===== src/hdl/rgb_color_shader_assert.svh =====
// ----------------------------------------------------------------------------
// rgb_color_shader assertion macros
// concurrent assertion helpers on clk_i, disabled while rst_ni is low
// ----------------------------------------------------------------------------
`ifndef RGB_COLOR_SHADER_ASSERT_SVH
`define RGB_COLOR_SHADER_ASSERT_SVH

// same-cycle implication
`define RCS_ASSERT_IMPL(lbl, pre, post) \
  lbl: assert property (@(posedge clk_i) disable iff (!rst_ni) (pre) |-> (post)) \
    else $error("rgb_color_shader: assertion failed");

// next-cycle implication
`define RCS_ASSERT_NEXT(lbl, pre, post) \
  lbl: assert property (@(posedge clk_i) disable iff (!rst_ni) (pre) |=> (post)) \
    else $error("rgb_color_shader: assertion failed");

`endif


===== src/hdl/rcs_pkg.sv =====
// ----------------------------------------------------------------------------
// rcs_pkg
// types and constants shared by the colour shader pipeline
// ----------------------------------------------------------------------------
package rcs_pkg;

  typedef enum logic [1:0] {
    MODE_GRAY   = 2'd0,
    MODE_SEPIA  = 2'd1,
    MODE_INVERT = 2'd2,
    MODE_PASS   = 2'd3
  } shader_mode_e;

  localparam int unsigned ChW   = 8;
  localparam int unsigned CoefW = 12;
  localparam int unsigned ProdW = 20;  // 8 x 12 bit product, max 803250
  localparam int unsigned RowW  = 21;  // sum of three products
  localparam int unsigned SumW  = 10;  // r + g + b, max 765
  localparam int unsigned QShift = 12;

  // floor(x / 3) = (x * 683) >> 11 for x below 768
  localparam logic [SumW-1:0] GRAY_RECIP = 10'd683;
  localparam int unsigned GrayShift = 11;
  localparam int unsigned GrayProdW = 19;

  // sepia matrix in Q0.12, rows give R', G', B', columns weight R, G, B
  localparam logic [0:2][0:2][CoefW-1:0] SEPIA_Q12 = '{
    '{12'd1610, 12'd3150, 12'd774},
    '{12'd1430, 12'd2810, 12'd688},
    '{12'd1114, 12'd2187, 12'd537}
  };

  typedef struct packed {
    logic [23:0] pixel_in;
    logic        last_in;
  } pix_in_t;

  typedef struct packed {
    logic [23:0] pixel_out;
    logic        last_out;
  } pix_out_t;

  // after the multiplier stage
  typedef struct packed {
    logic [0:2][0:2][ProdW-1:0] prod;
    logic [SumW-1:0]            chan_sum;
    logic [23:0]                pixel;
    logic                       last;
    shader_mode_e               mode;
  } mul_stage_t;

  // after the adder stage
  typedef struct packed {
    logic [0:2][ChW-1:0] sepia;
    logic [ChW-1:0]      gray;
    logic [23:0]         pixel;
    logic                last;
    shader_mode_e        mode;
  } add_stage_t;

endpackage


===== src/hdl/rcs_mul_stage.sv =====
// ----------------------------------------------------------------------------
// rcs_mul_stage
// first pipeline stage: sepia partial products and channel sum
// ----------------------------------------------------------------------------
module rcs_mul_stage import rcs_pkg::*; (
  input  logic         clk_i,
  input  logic         rst_ni,
  input  logic         valid_i,
  output logic         ready_o,
  input  pix_in_t      data_i,
  input  shader_mode_e mode_i,
  output logic         valid_o,
  input  logic         ready_i,
  output mul_stage_t   data_o
);

  logic       valid_q;
  mul_stage_t data_d, data_q;

  always_comb begin
    logic [ChW-1:0] ch;
    data_d = '0;
    for (int row = 0; row < 3; row++) begin
      for (int col = 0; col < 3; col++) begin
        ch = data_i.pixel_in[23 - 8*col -: 8];
        data_d.prod[row][col] = ProdW'(SEPIA_Q12[row][col]) * ProdW'(ch);
      end
    end
    data_d.chan_sum = SumW'(data_i.pixel_in[23:16]) + SumW'(data_i.pixel_in[15:8])
                    + SumW'(data_i.pixel_in[7:0]);
    data_d.pixel = data_i.pixel_in;
    data_d.last  = data_i.last_in;
    data_d.mode  = mode_i;
  end

  assign ready_o = !valid_q || ready_i;

  always_ff @(posedge clk_i or negedge rst_ni) begin
    if (!rst_ni) begin
      valid_q <= 1'b0;
    end else if (ready_o) begin
      valid_q <= valid_i;
    end
  end

  always_ff @(posedge clk_i) begin
    if (valid_i && ready_o) begin
      data_q <= data_d;
    end
  end

  assign valid_o = valid_q;
  assign data_o  = data_q;

endmodule


===== src/hdl/rcs_add_stage.sv =====
// ----------------------------------------------------------------------------
// rcs_add_stage
// second pipeline stage: sepia row sums and grayscale mean
// ----------------------------------------------------------------------------
module rcs_add_stage import rcs_pkg::*; (
  input  logic       clk_i,
  input  logic       rst_ni,
  input  logic       valid_i,
  output logic       ready_o,
  input  mul_stage_t data_i,
  output logic       valid_o,
  input  logic       ready_i,
  output add_stage_t data_o
);

  logic       valid_q;
  add_stage_t data_d, data_q;

  always_comb begin
    logic [RowW-1:0]      row_sum;
    logic [GrayProdW-1:0] gray_prod;
    data_d = '0;
    for (int row = 0; row < 3; row++) begin
      row_sum = RowW'(data_i.prod[row][0]) + RowW'(data_i.prod[row][1])
              + RowW'(data_i.prod[row][2]);
      // truncating shift, upper bits dropped so the channel wraps
      data_d.sepia[row] = row_sum[QShift +: ChW];
    end
    gray_prod   = GrayProdW'(data_i.chan_sum) * GrayProdW'(GRAY_RECIP);
    data_d.gray = gray_prod[GrayShift +: ChW];
    data_d.pixel = data_i.pixel;
    data_d.last  = data_i.last;
    data_d.mode  = data_i.mode;
  end

  assign ready_o = !valid_q || ready_i;

  always_ff @(posedge clk_i or negedge rst_ni) begin
    if (!rst_ni) begin
      valid_q <= 1'b0;
    end else if (ready_o) begin
      valid_q <= valid_i;
    end
  end

  always_ff @(posedge clk_i) begin
    if (valid_i && ready_o) begin
      data_q <= data_d;
    end
  end

  assign valid_o = valid_q;
  assign data_o  = data_q;

endmodule


===== src/hdl/rcs_out_stage.sv =====
// ----------------------------------------------------------------------------
// rcs_out_stage
// last pipeline stage: mode select into the output register
// ----------------------------------------------------------------------------
module rcs_out_stage import rcs_pkg::*; (
  input  logic       clk_i,
  input  logic       rst_ni,
  input  logic       valid_i,
  output logic       ready_o,
  input  add_stage_t data_i,
  output logic       valid_o,
  input  logic       ready_i,
  output pix_out_t   data_o
);

  logic     valid_q;
  pix_out_t data_d, data_q;

  always_comb begin
    data_d.last_out = data_i.last;
    case (data_i.mode)
      MODE_GRAY:   data_d.pixel_out = {data_i.gray, data_i.gray, data_i.gray};
      MODE_SEPIA:  data_d.pixel_out = {data_i.sepia[0], data_i.sepia[1], data_i.sepia[2]};
      MODE_INVERT: data_d.pixel_out = ~data_i.pixel;
      default:     data_d.pixel_out = data_i.pixel;
    endcase
  end

  assign ready_o = !valid_q || ready_i;

  always_ff @(posedge clk_i or negedge rst_ni) begin
    if (!rst_ni) begin
      valid_q <= 1'b0;
    end else if (ready_o) begin
      valid_q <= valid_i;
    end
  end

  always_ff @(posedge clk_i) begin
    if (valid_i && ready_o) begin
      data_q <= data_d;
    end
  end

  assign valid_o = valid_q;
  assign data_o  = data_q;

endmodule


===== src/hdl/rgb_color_shader.sv =====
// ----------------------------------------------------------------------------
// rgb_color_shader
// per-pixel grayscale, sepia, invert or passthrough on a 24-bit rgb stream
// ----------------------------------------------------------------------------
//  channel | signals                              | direction
//  --------+--------------------------------------+----------
//  in      | in_valid_i, in_ready_o, in_data_i    | sink
//  out     | out_valid_o, out_ready_i, out_data_o | source
//  cfg     | cfg_we_i, cfg_data_i                 | write only
//
//  one pixel per cycle while the output is not stalled, through three register
//  stages (multiplier stage, adder stage, select stage); an accepted input
//  goes through the multiplier and adder registers into the output register
//  reset clears the stage valid bits and sets the mode to passthrough
//  a stall on the output fills the stages one by one; the input is held off
//  only once all three stages hold a transaction
// ----------------------------------------------------------------------------
module rgb_color_shader import rcs_pkg::*; (
  input  logic       clk_i,
  input  logic       rst_ni,
  input  logic       in_valid_i,
  output logic       in_ready_o,
  input  pix_in_t    in_data_i,
  output logic       out_valid_o,
  input  logic       out_ready_i,
  output pix_out_t   out_data_o,
  input  logic       cfg_we_i,
  input  logic [1:0] cfg_data_i
);

  shader_mode_e mode_q;
  logic         mul_valid, mul_ready;
  logic         add_valid, add_ready;
  mul_stage_t   mul_data;
  add_stage_t   add_data;

  always_ff @(posedge clk_i or negedge rst_ni) begin
    if (!rst_ni) begin
      mode_q <= MODE_PASS;
    end else if (cfg_we_i) begin
      mode_q <= shader_mode_e'(cfg_data_i);
    end
  end

  rcs_mul_stage u_mul (
    .clk_i   (clk_i),
    .rst_ni  (rst_ni),
    .valid_i (in_valid_i),
    .ready_o (in_ready_o),
    .data_i  (in_data_i),
    .mode_i  (mode_q),
    .valid_o (mul_valid),
    .ready_i (mul_ready),
    .data_o  (mul_data)
  );

  rcs_add_stage u_add (
    .clk_i   (clk_i),
    .rst_ni  (rst_ni),
    .valid_i (mul_valid),
    .ready_o (mul_ready),
    .data_i  (mul_data),
    .valid_o (add_valid),
    .ready_i (add_ready),
    .data_o  (add_data)
  );

  rcs_out_stage u_out (
    .clk_i   (clk_i),
    .rst_ni  (rst_ni),
    .valid_i (add_valid),
    .ready_o (add_ready),
    .data_i  (add_data),
    .valid_o (out_valid_o),
    .ready_i (out_ready_i),
    .data_o  (out_data_o)
  );

`include "rgb_color_shader_assert.svh"

  // input backpressure only when every stage is occupied
  `RCS_ASSERT_IMPL(a_no_bubble_stall, !in_ready_o, mul_valid && add_valid && out_valid_o)

  // grayscale reciprocal gives the exact floor of the mean
  `RCS_ASSERT_NEXT(a_gray_floor, mul_valid && mul_ready,
    (10'(add_data.gray) * 10'd3 <= $past(mul_data.chan_sum)) &&
    ($past(mul_data.chan_sum) - 10'(add_data.gray) * 10'd3 < 10'd3))

  // the adder stage never drops a held transaction while stalled
  `RCS_ASSERT_NEXT(a_add_hold, add_valid && !add_ready, add_valid && $stable(add_data))

endmodule

===== config.mk =====
export PLATFORM = sky130hd
export DESIGN_NAME = rgb_color_shader
export DESIGN_NICKNAME = d
export VERILOG_FILES = /design/src/hdl/rcs_pkg.sv /design/src/hdl/rcs_mul_stage.sv /design/src/hdl/rcs_add_stage.sv /design/src/hdl/rcs_out_stage.sv /design/src/hdl/rgb_color_shader.sv
export VERILOG_INCLUDE_DIRS = /design/src /design/src/hdl
export SDC_FILE = /design/constraint.sdc
export NUM_CORES = 1
export LEC_CHECK = 0
export BUFFER_PORTS_ARGS = -buffer_cell sky130_fd_sc_hd__buf_2
export CAP_MARGIN = 5
export CORE_UTILIZATION = 45
export CTS_CLUSTER_SIZE = 25
export DETAILED_ROUTE_END_ITERATION = 10
export PLACE_DENSITY_LB_ADDON = 0.25
export SLEW_MARGIN = 5
export SYNTH_ARGS = -nofsm -noshare
export SYNTH_HDL_FRONTEND = slang
export SYNTH_SLANG_ARGS = --single-unit

===== constraint.sdc =====
create_clock -name clk_i -period 16.28 [get_ports clk_i]
set_input_delay 2.442 -clock clk_i [delete_from_list [all_inputs] [get_ports clk_i]]
set_output_delay 2.442 -clock clk_i [all_outputs]
set_load 0.005 [all_outputs]

==> impl_summary.txt <==
----------------------------------------------------
[Critical path]
  Critical path class ... in -> reg
  Startpoint type of the worst setup path ... input pin
  Max Fanout on Critical Path ... 10
  Data arrival time of the critical path ... 6.94 ns
  Required arrival time at the worst endpoint ... roughly 17 ns
  Cell-by-cell listing of the critical path ... buf_2, inv_1, fa_1, inv_1, ha_1, inv_1, fa_1, fa_1, inv_1, ha_1, nor2b_1, o21ai_0, a21oi_1, nor4b_1, nor4_1, or3_1, nand3_1
  Most Frequent Cell on Critical Path ... sky130_fd_sc_hd__inv_1
  Critical Path Sink Type ... register
  Worst-path cell with the longest stage delay ... sky130_fd_sc_hd__fa_1
  Maximum single-stage delay on the critical path ... between 0.5 and 0.6 ns

[Drt]
  Length of the first detailed-routing pass in iterations ... 5
  Violation count after the first detailed-routing iteration ... around 970
  Routed via count divided by cell count ... 5.42
  Total wirelength of the detailed-routed design ... about 55000 µm
  Total via count in the routed design ... 15702
  Remaining design rule violation count ... 0
  Routed wire length per instance ... between 15 and 20 µm
  Residual antenna-violating net count after detailed routing ... 0

[Synth]
  Net count after synthesis ... 2763
  EDFF count, synth ... around 260
  Flip-flop cell with the highest count after synthesis ... sky130_fd_sc_hd__edfxtp_1
  Avg Synthesized Cell Area ... around 11 µm²
  Synthesized flop and latch total ... roughly 270
  Synth Cell Area ... approximately 24000 µm²
  Yosys warning count ... 0
  Share of synthesized area occupied by flip-flops and latches ... 0.336
  Number of library cell types mapped by synthesis ... 66
  Post-synth ARST share ... 0.0186
  Post-synthesis cell count ... 2101

[Timing]
  Worst-margin pin slew ... 1.07 ns
  F_max ... ~150 MHz
  Unrepaired setup endpoints after global routing ... false
  Worst slew margin relative to its limit ... 0.286
  Final sum of negative setup slack ... 0 ns
  Final critical-path required period ... between 6 and 7 ns
  Total setup violations reported at the end of the flow ... 0
  Ratio of final minimum period to clock period ... 0.399
  Final-report hold violation count ... 0
  Setup slack of the critical path after layout ... approximately 9.8 ns
  Final Max Slew Viols ... 0
  Worst Clk Skew ... slightly below 0.02 ns

[Floorplanning]
  Total number of placement rows ... between 80 and 90
  Overall die height ... 233 µm
  Area of the core ... about 53000 µm²
  Starting utilization of the core area ... 0.456
  Die area ... between 50000 and 60000 µm²
  Boundary Pins ... between 50 and 60
  Horizontal extent of the die ... about 230 µm

[Place]
  Worst setup slack after placement ... 9.22 ns
  HPWL reported at the end of detailed placement ... about 46000 µm
  Last weighted congestion value of the routability-driven placer ... 0.934
  Number of port buffers ... a little under 60

[Clock network]
  Deepest clock path buffer count ... 3
  Resized cells post-CTS ... 0
  CTS H-tree depth ... 1
  TritonCTS clock tree ... yes
  Root buffer cell ... sky130_fd_sc_hd__clkbuf_16
  Number of clock buffers inserted by TritonCTS ... 31
  CTS Sinks ... 269
  Quantity of hold-fixing buffers added after cts ... 0
  Clock latency of the later-clocked register in the worst-skew pair ... just under 0.6 ns
  Post-CTS repair timing setup buffer count ... 0
  Clock transition at the registers of the reported paths ... approximately 0.06 ns

[Final layout]
  Storage cell area ... about 8100 µm²
  Area growth from synthesis to layout ... 9.19%
  Filler cells ... 4737
  Antenna cell count ... 0
  Combined area of the multi-input logic cells ... 14600 µm²
  Fraction of final layout cells with drive strength greater than 1 ... 0.0638
  Number of nets in the finished design ... between 2000 and 3000

[Power and ir drop]
  Overall power after layout ... just under 5 mW
  Lkg Pwr ... roughly 12 nW
  Total power divided by cell area ... around 190 nW/µm²
  VDD IR max ... between 200 and 250 µV

[Global routing]
  Largest net degree at the start of global routing ... just over 80
  GRT Resource Usage Total ... 0.211
  Number of global-route vias before repair ... 16069
  Initial antenna violation count ... 4
  First-pass GRT wire length ... 87000 µm
  Remaining Overflow, GRT ... 0

[Flow run]
  Max-cap violations ... 0

[Worst hold path]
  Path class of the lowest-slack min-delay path ... reg -> reg

[Status]
  Status ... complete, no violations

----------------------------------------------------
[cell usage in the layout (no fill, tap or decap), types with 12 or more instances in the layout]
| cell type | instances |
|---|---|
| sky130_fd_sc_hd__nand2b_1 | 21 |
| sky130_fd_sc_hd__nand2_1 | 66 |
| sky130_fd_sc_hd__nor3_1 | 31 |
| sky130_fd_sc_hd__ha_1 | 459 |
| sky130_fd_sc_hd__nor4_1 | 12 |
| sky130_fd_sc_hd__xnor2_1 | 85 |
| sky130_fd_sc_hd__o21a_1 | 20 |
| sky130_fd_sc_hd__mux2i_1 | 25 |
| sky130_fd_sc_hd__xor2_1 | 47 |
| sky130_fd_sc_hd__nand3_1 | 24 |
| sky130_fd_sc_hd__nor2_1 | 94 |
| sky130_fd_sc_hd__clkbuf_16 | 31 |
| sky130_fd_sc_hd__nor2b_1 | 21 |
| sky130_fd_sc_hd__a21oi_1 | 154 |
| sky130_fd_sc_hd__buf_2 | 58 |
| sky130_fd_sc_hd__inv_1 | 322 |
| sky130_fd_sc_hd__edfxtp_1 | 264 |
| sky130_fd_sc_hd__fa_1 | 171 |
| sky130_fd_sc_hd__o21bai_1 | 13 |
| sky130_fd_sc_hd__o21ai_0 | 58 |
| sky130_fd_sc_hd__a21o_1 | 35 |
| sky130_fd_sc_hd__nand4_1 | 15 |
| sky130_fd_sc_hd__and3_1 | 14 |
[metal layers]
layer / vias up / track usage / part of all wire
li1: 7645 / - / -
met5: - / 0 / 0.00018
met4: 2 / 0.0402 / 0.019
met2: 296 / 0.374 / 0.49
met1: 7698 / 0.278 / 0.45
met3: 61 / 0.0251 / 0.045
[cell type report]
type | count | share of cell area
Multi-Input combinational cell | 1497 | 0.560
Sequential cell | 269 | 0.308
Inverter | 322 | 0.0462
Tap cell | 688 | 0.0329
Clock buffer | 34 | 0.0301
Timing Repair Buffer | 64 | 0.0128
Clock inverter | 23 | 0.0100
[worst max-delay path, delay by kind of cell]
family / cells / cell delay (ns)
and+or+nand+nor: 5 / 1.31
AOI/OAI and AO/OA: 2 / 0.35
adders and majority gates: 5 / 2.24
buffers and inverters: 5 / 0.60
[worst paths after layout]
path                                       start                 to  slack [ns]  cells after the start
min in group asynchronous                 rst_ni      u_out.valid_o        1.66                      1
worst max-delay path               in_data_i[12]  u_mul.data_o[136]        9.78                     17
worst max register to register  u_mul.data_o[27]   u_add.data_o[34]       11.28                     15
max in group asynchronous                 rst_ni          mode_q[1]       14.40                      1
worst min register to register   u_mul.data_o[2]    u_add.data_o[2]        0.42                      0
worst min-delay path             u_mul.data_o[2]    u_add.data_o[2]        0.42                      0
[kinds of logic after synthesis]
kind of cell,share of synthesized area
fa+ha+maj,0.383
buf+inv,0.0525
xor+xnor,0.0483
mux,0.0119
flops,0.336
compound gates,0.0994
simple gates,0.0689
[power by group]
group	switching, mW	internal [mW]
Combinational	1.73	1.25
Sequential	0.116	1.13
Clock	0.290	0.429
[registers in the layout, summed over array words and instances (netlist names)]
register,flops
u_mul.valid_o,1
u_out.data_o,25
u_out.valid_o,1
u_add.data_o,59
u_add.valid_o,1
mode_q,2
u_mul.data_o,180
[through the flow]
step	instances	utilization	instance area [µm²]	hold slack [ns]
CTS	2897	0.498	26200	0.419
finish	2897	0.498	26200	0.420
detailed placement	2840	0.478	25100	0.405
global route	2897	0.498	26200	0.427
floorplan	2101	-	23900	0.400
global placement	2840	0.478	25100	0.400
[synth_stat cells (4+ instances only)]
cell	number	area share
sky130_fd_sc_hd__a211oi_1	5	0.0016
sky130_fd_sc_hd__o31ai_1	9	0.0028
sky130_fd_sc_hd__nand2_1	66	0.010
sky130_fd_sc_hd__nand4_1	15	0.0039
sky130_fd_sc_hd__nand3_1	24	0.0050
sky130_fd_sc_hd__a41oi_1	4	0.0015
sky130_fd_sc_hd__a31oi_1	6	0.0016
sky130_fd_sc_hd__o311ai_0	10	0.0037
sky130_fd_sc_hd__nor2b_1	21	0.0055
sky130_fd_sc_hd__nor2_1	94	0.015
sky130_fd_sc_hd__inv_1	322	0.050
sky130_fd_sc_hd__o21bai_1	13	0.0041
sky130_fd_sc_hd__xor2_1	47	0.017
sky130_fd_sc_hd__ha_1	459	0.24
sky130_fd_sc_hd__o211ai_1	11	0.0034
sky130_fd_sc_hd__and3_1	14	0.0037
sky130_fd_sc_hd__nand2b_1	21	0.0055
sky130_fd_sc_hd__o21a_1	20	0.0063
sky130_fd_sc_hd__nor3_1	31	0.0065
sky130_fd_sc_hd__mux2i_1	25	0.010
sky130_fd_sc_hd__a21o_1	35	0.011
sky130_fd_sc_hd__fa_1	171	0.14
sky130_fd_sc_hd__a21oi_1	154	0.032
sky130_fd_sc_hd__a311oi_1	5	0.0018
sky130_fd_sc_hd__or3_1	5	0.0013
sky130_fd_sc_hd__o21ai_0	58	0.012
sky130_fd_sc_hd__nor4_1	12	0.0031
sky130_fd_sc_hd__and2_1	7	0.0018
sky130_fd_sc_hd__or2_2	10	0.0026
sky130_fd_sc_hd__clkbuf_1	10	0.0016
sky130_fd_sc_hd__a2111oi_0	6	0.0022
sky130_fd_sc_hd__edfxtp_1	264	0.33
sky130_fd_sc_hd__a21boi_0	7	0.0022
sky130_fd_sc_hd__xnor2_1	85	0.031
No activity file was read; power rests on OpenSTA's default activity.
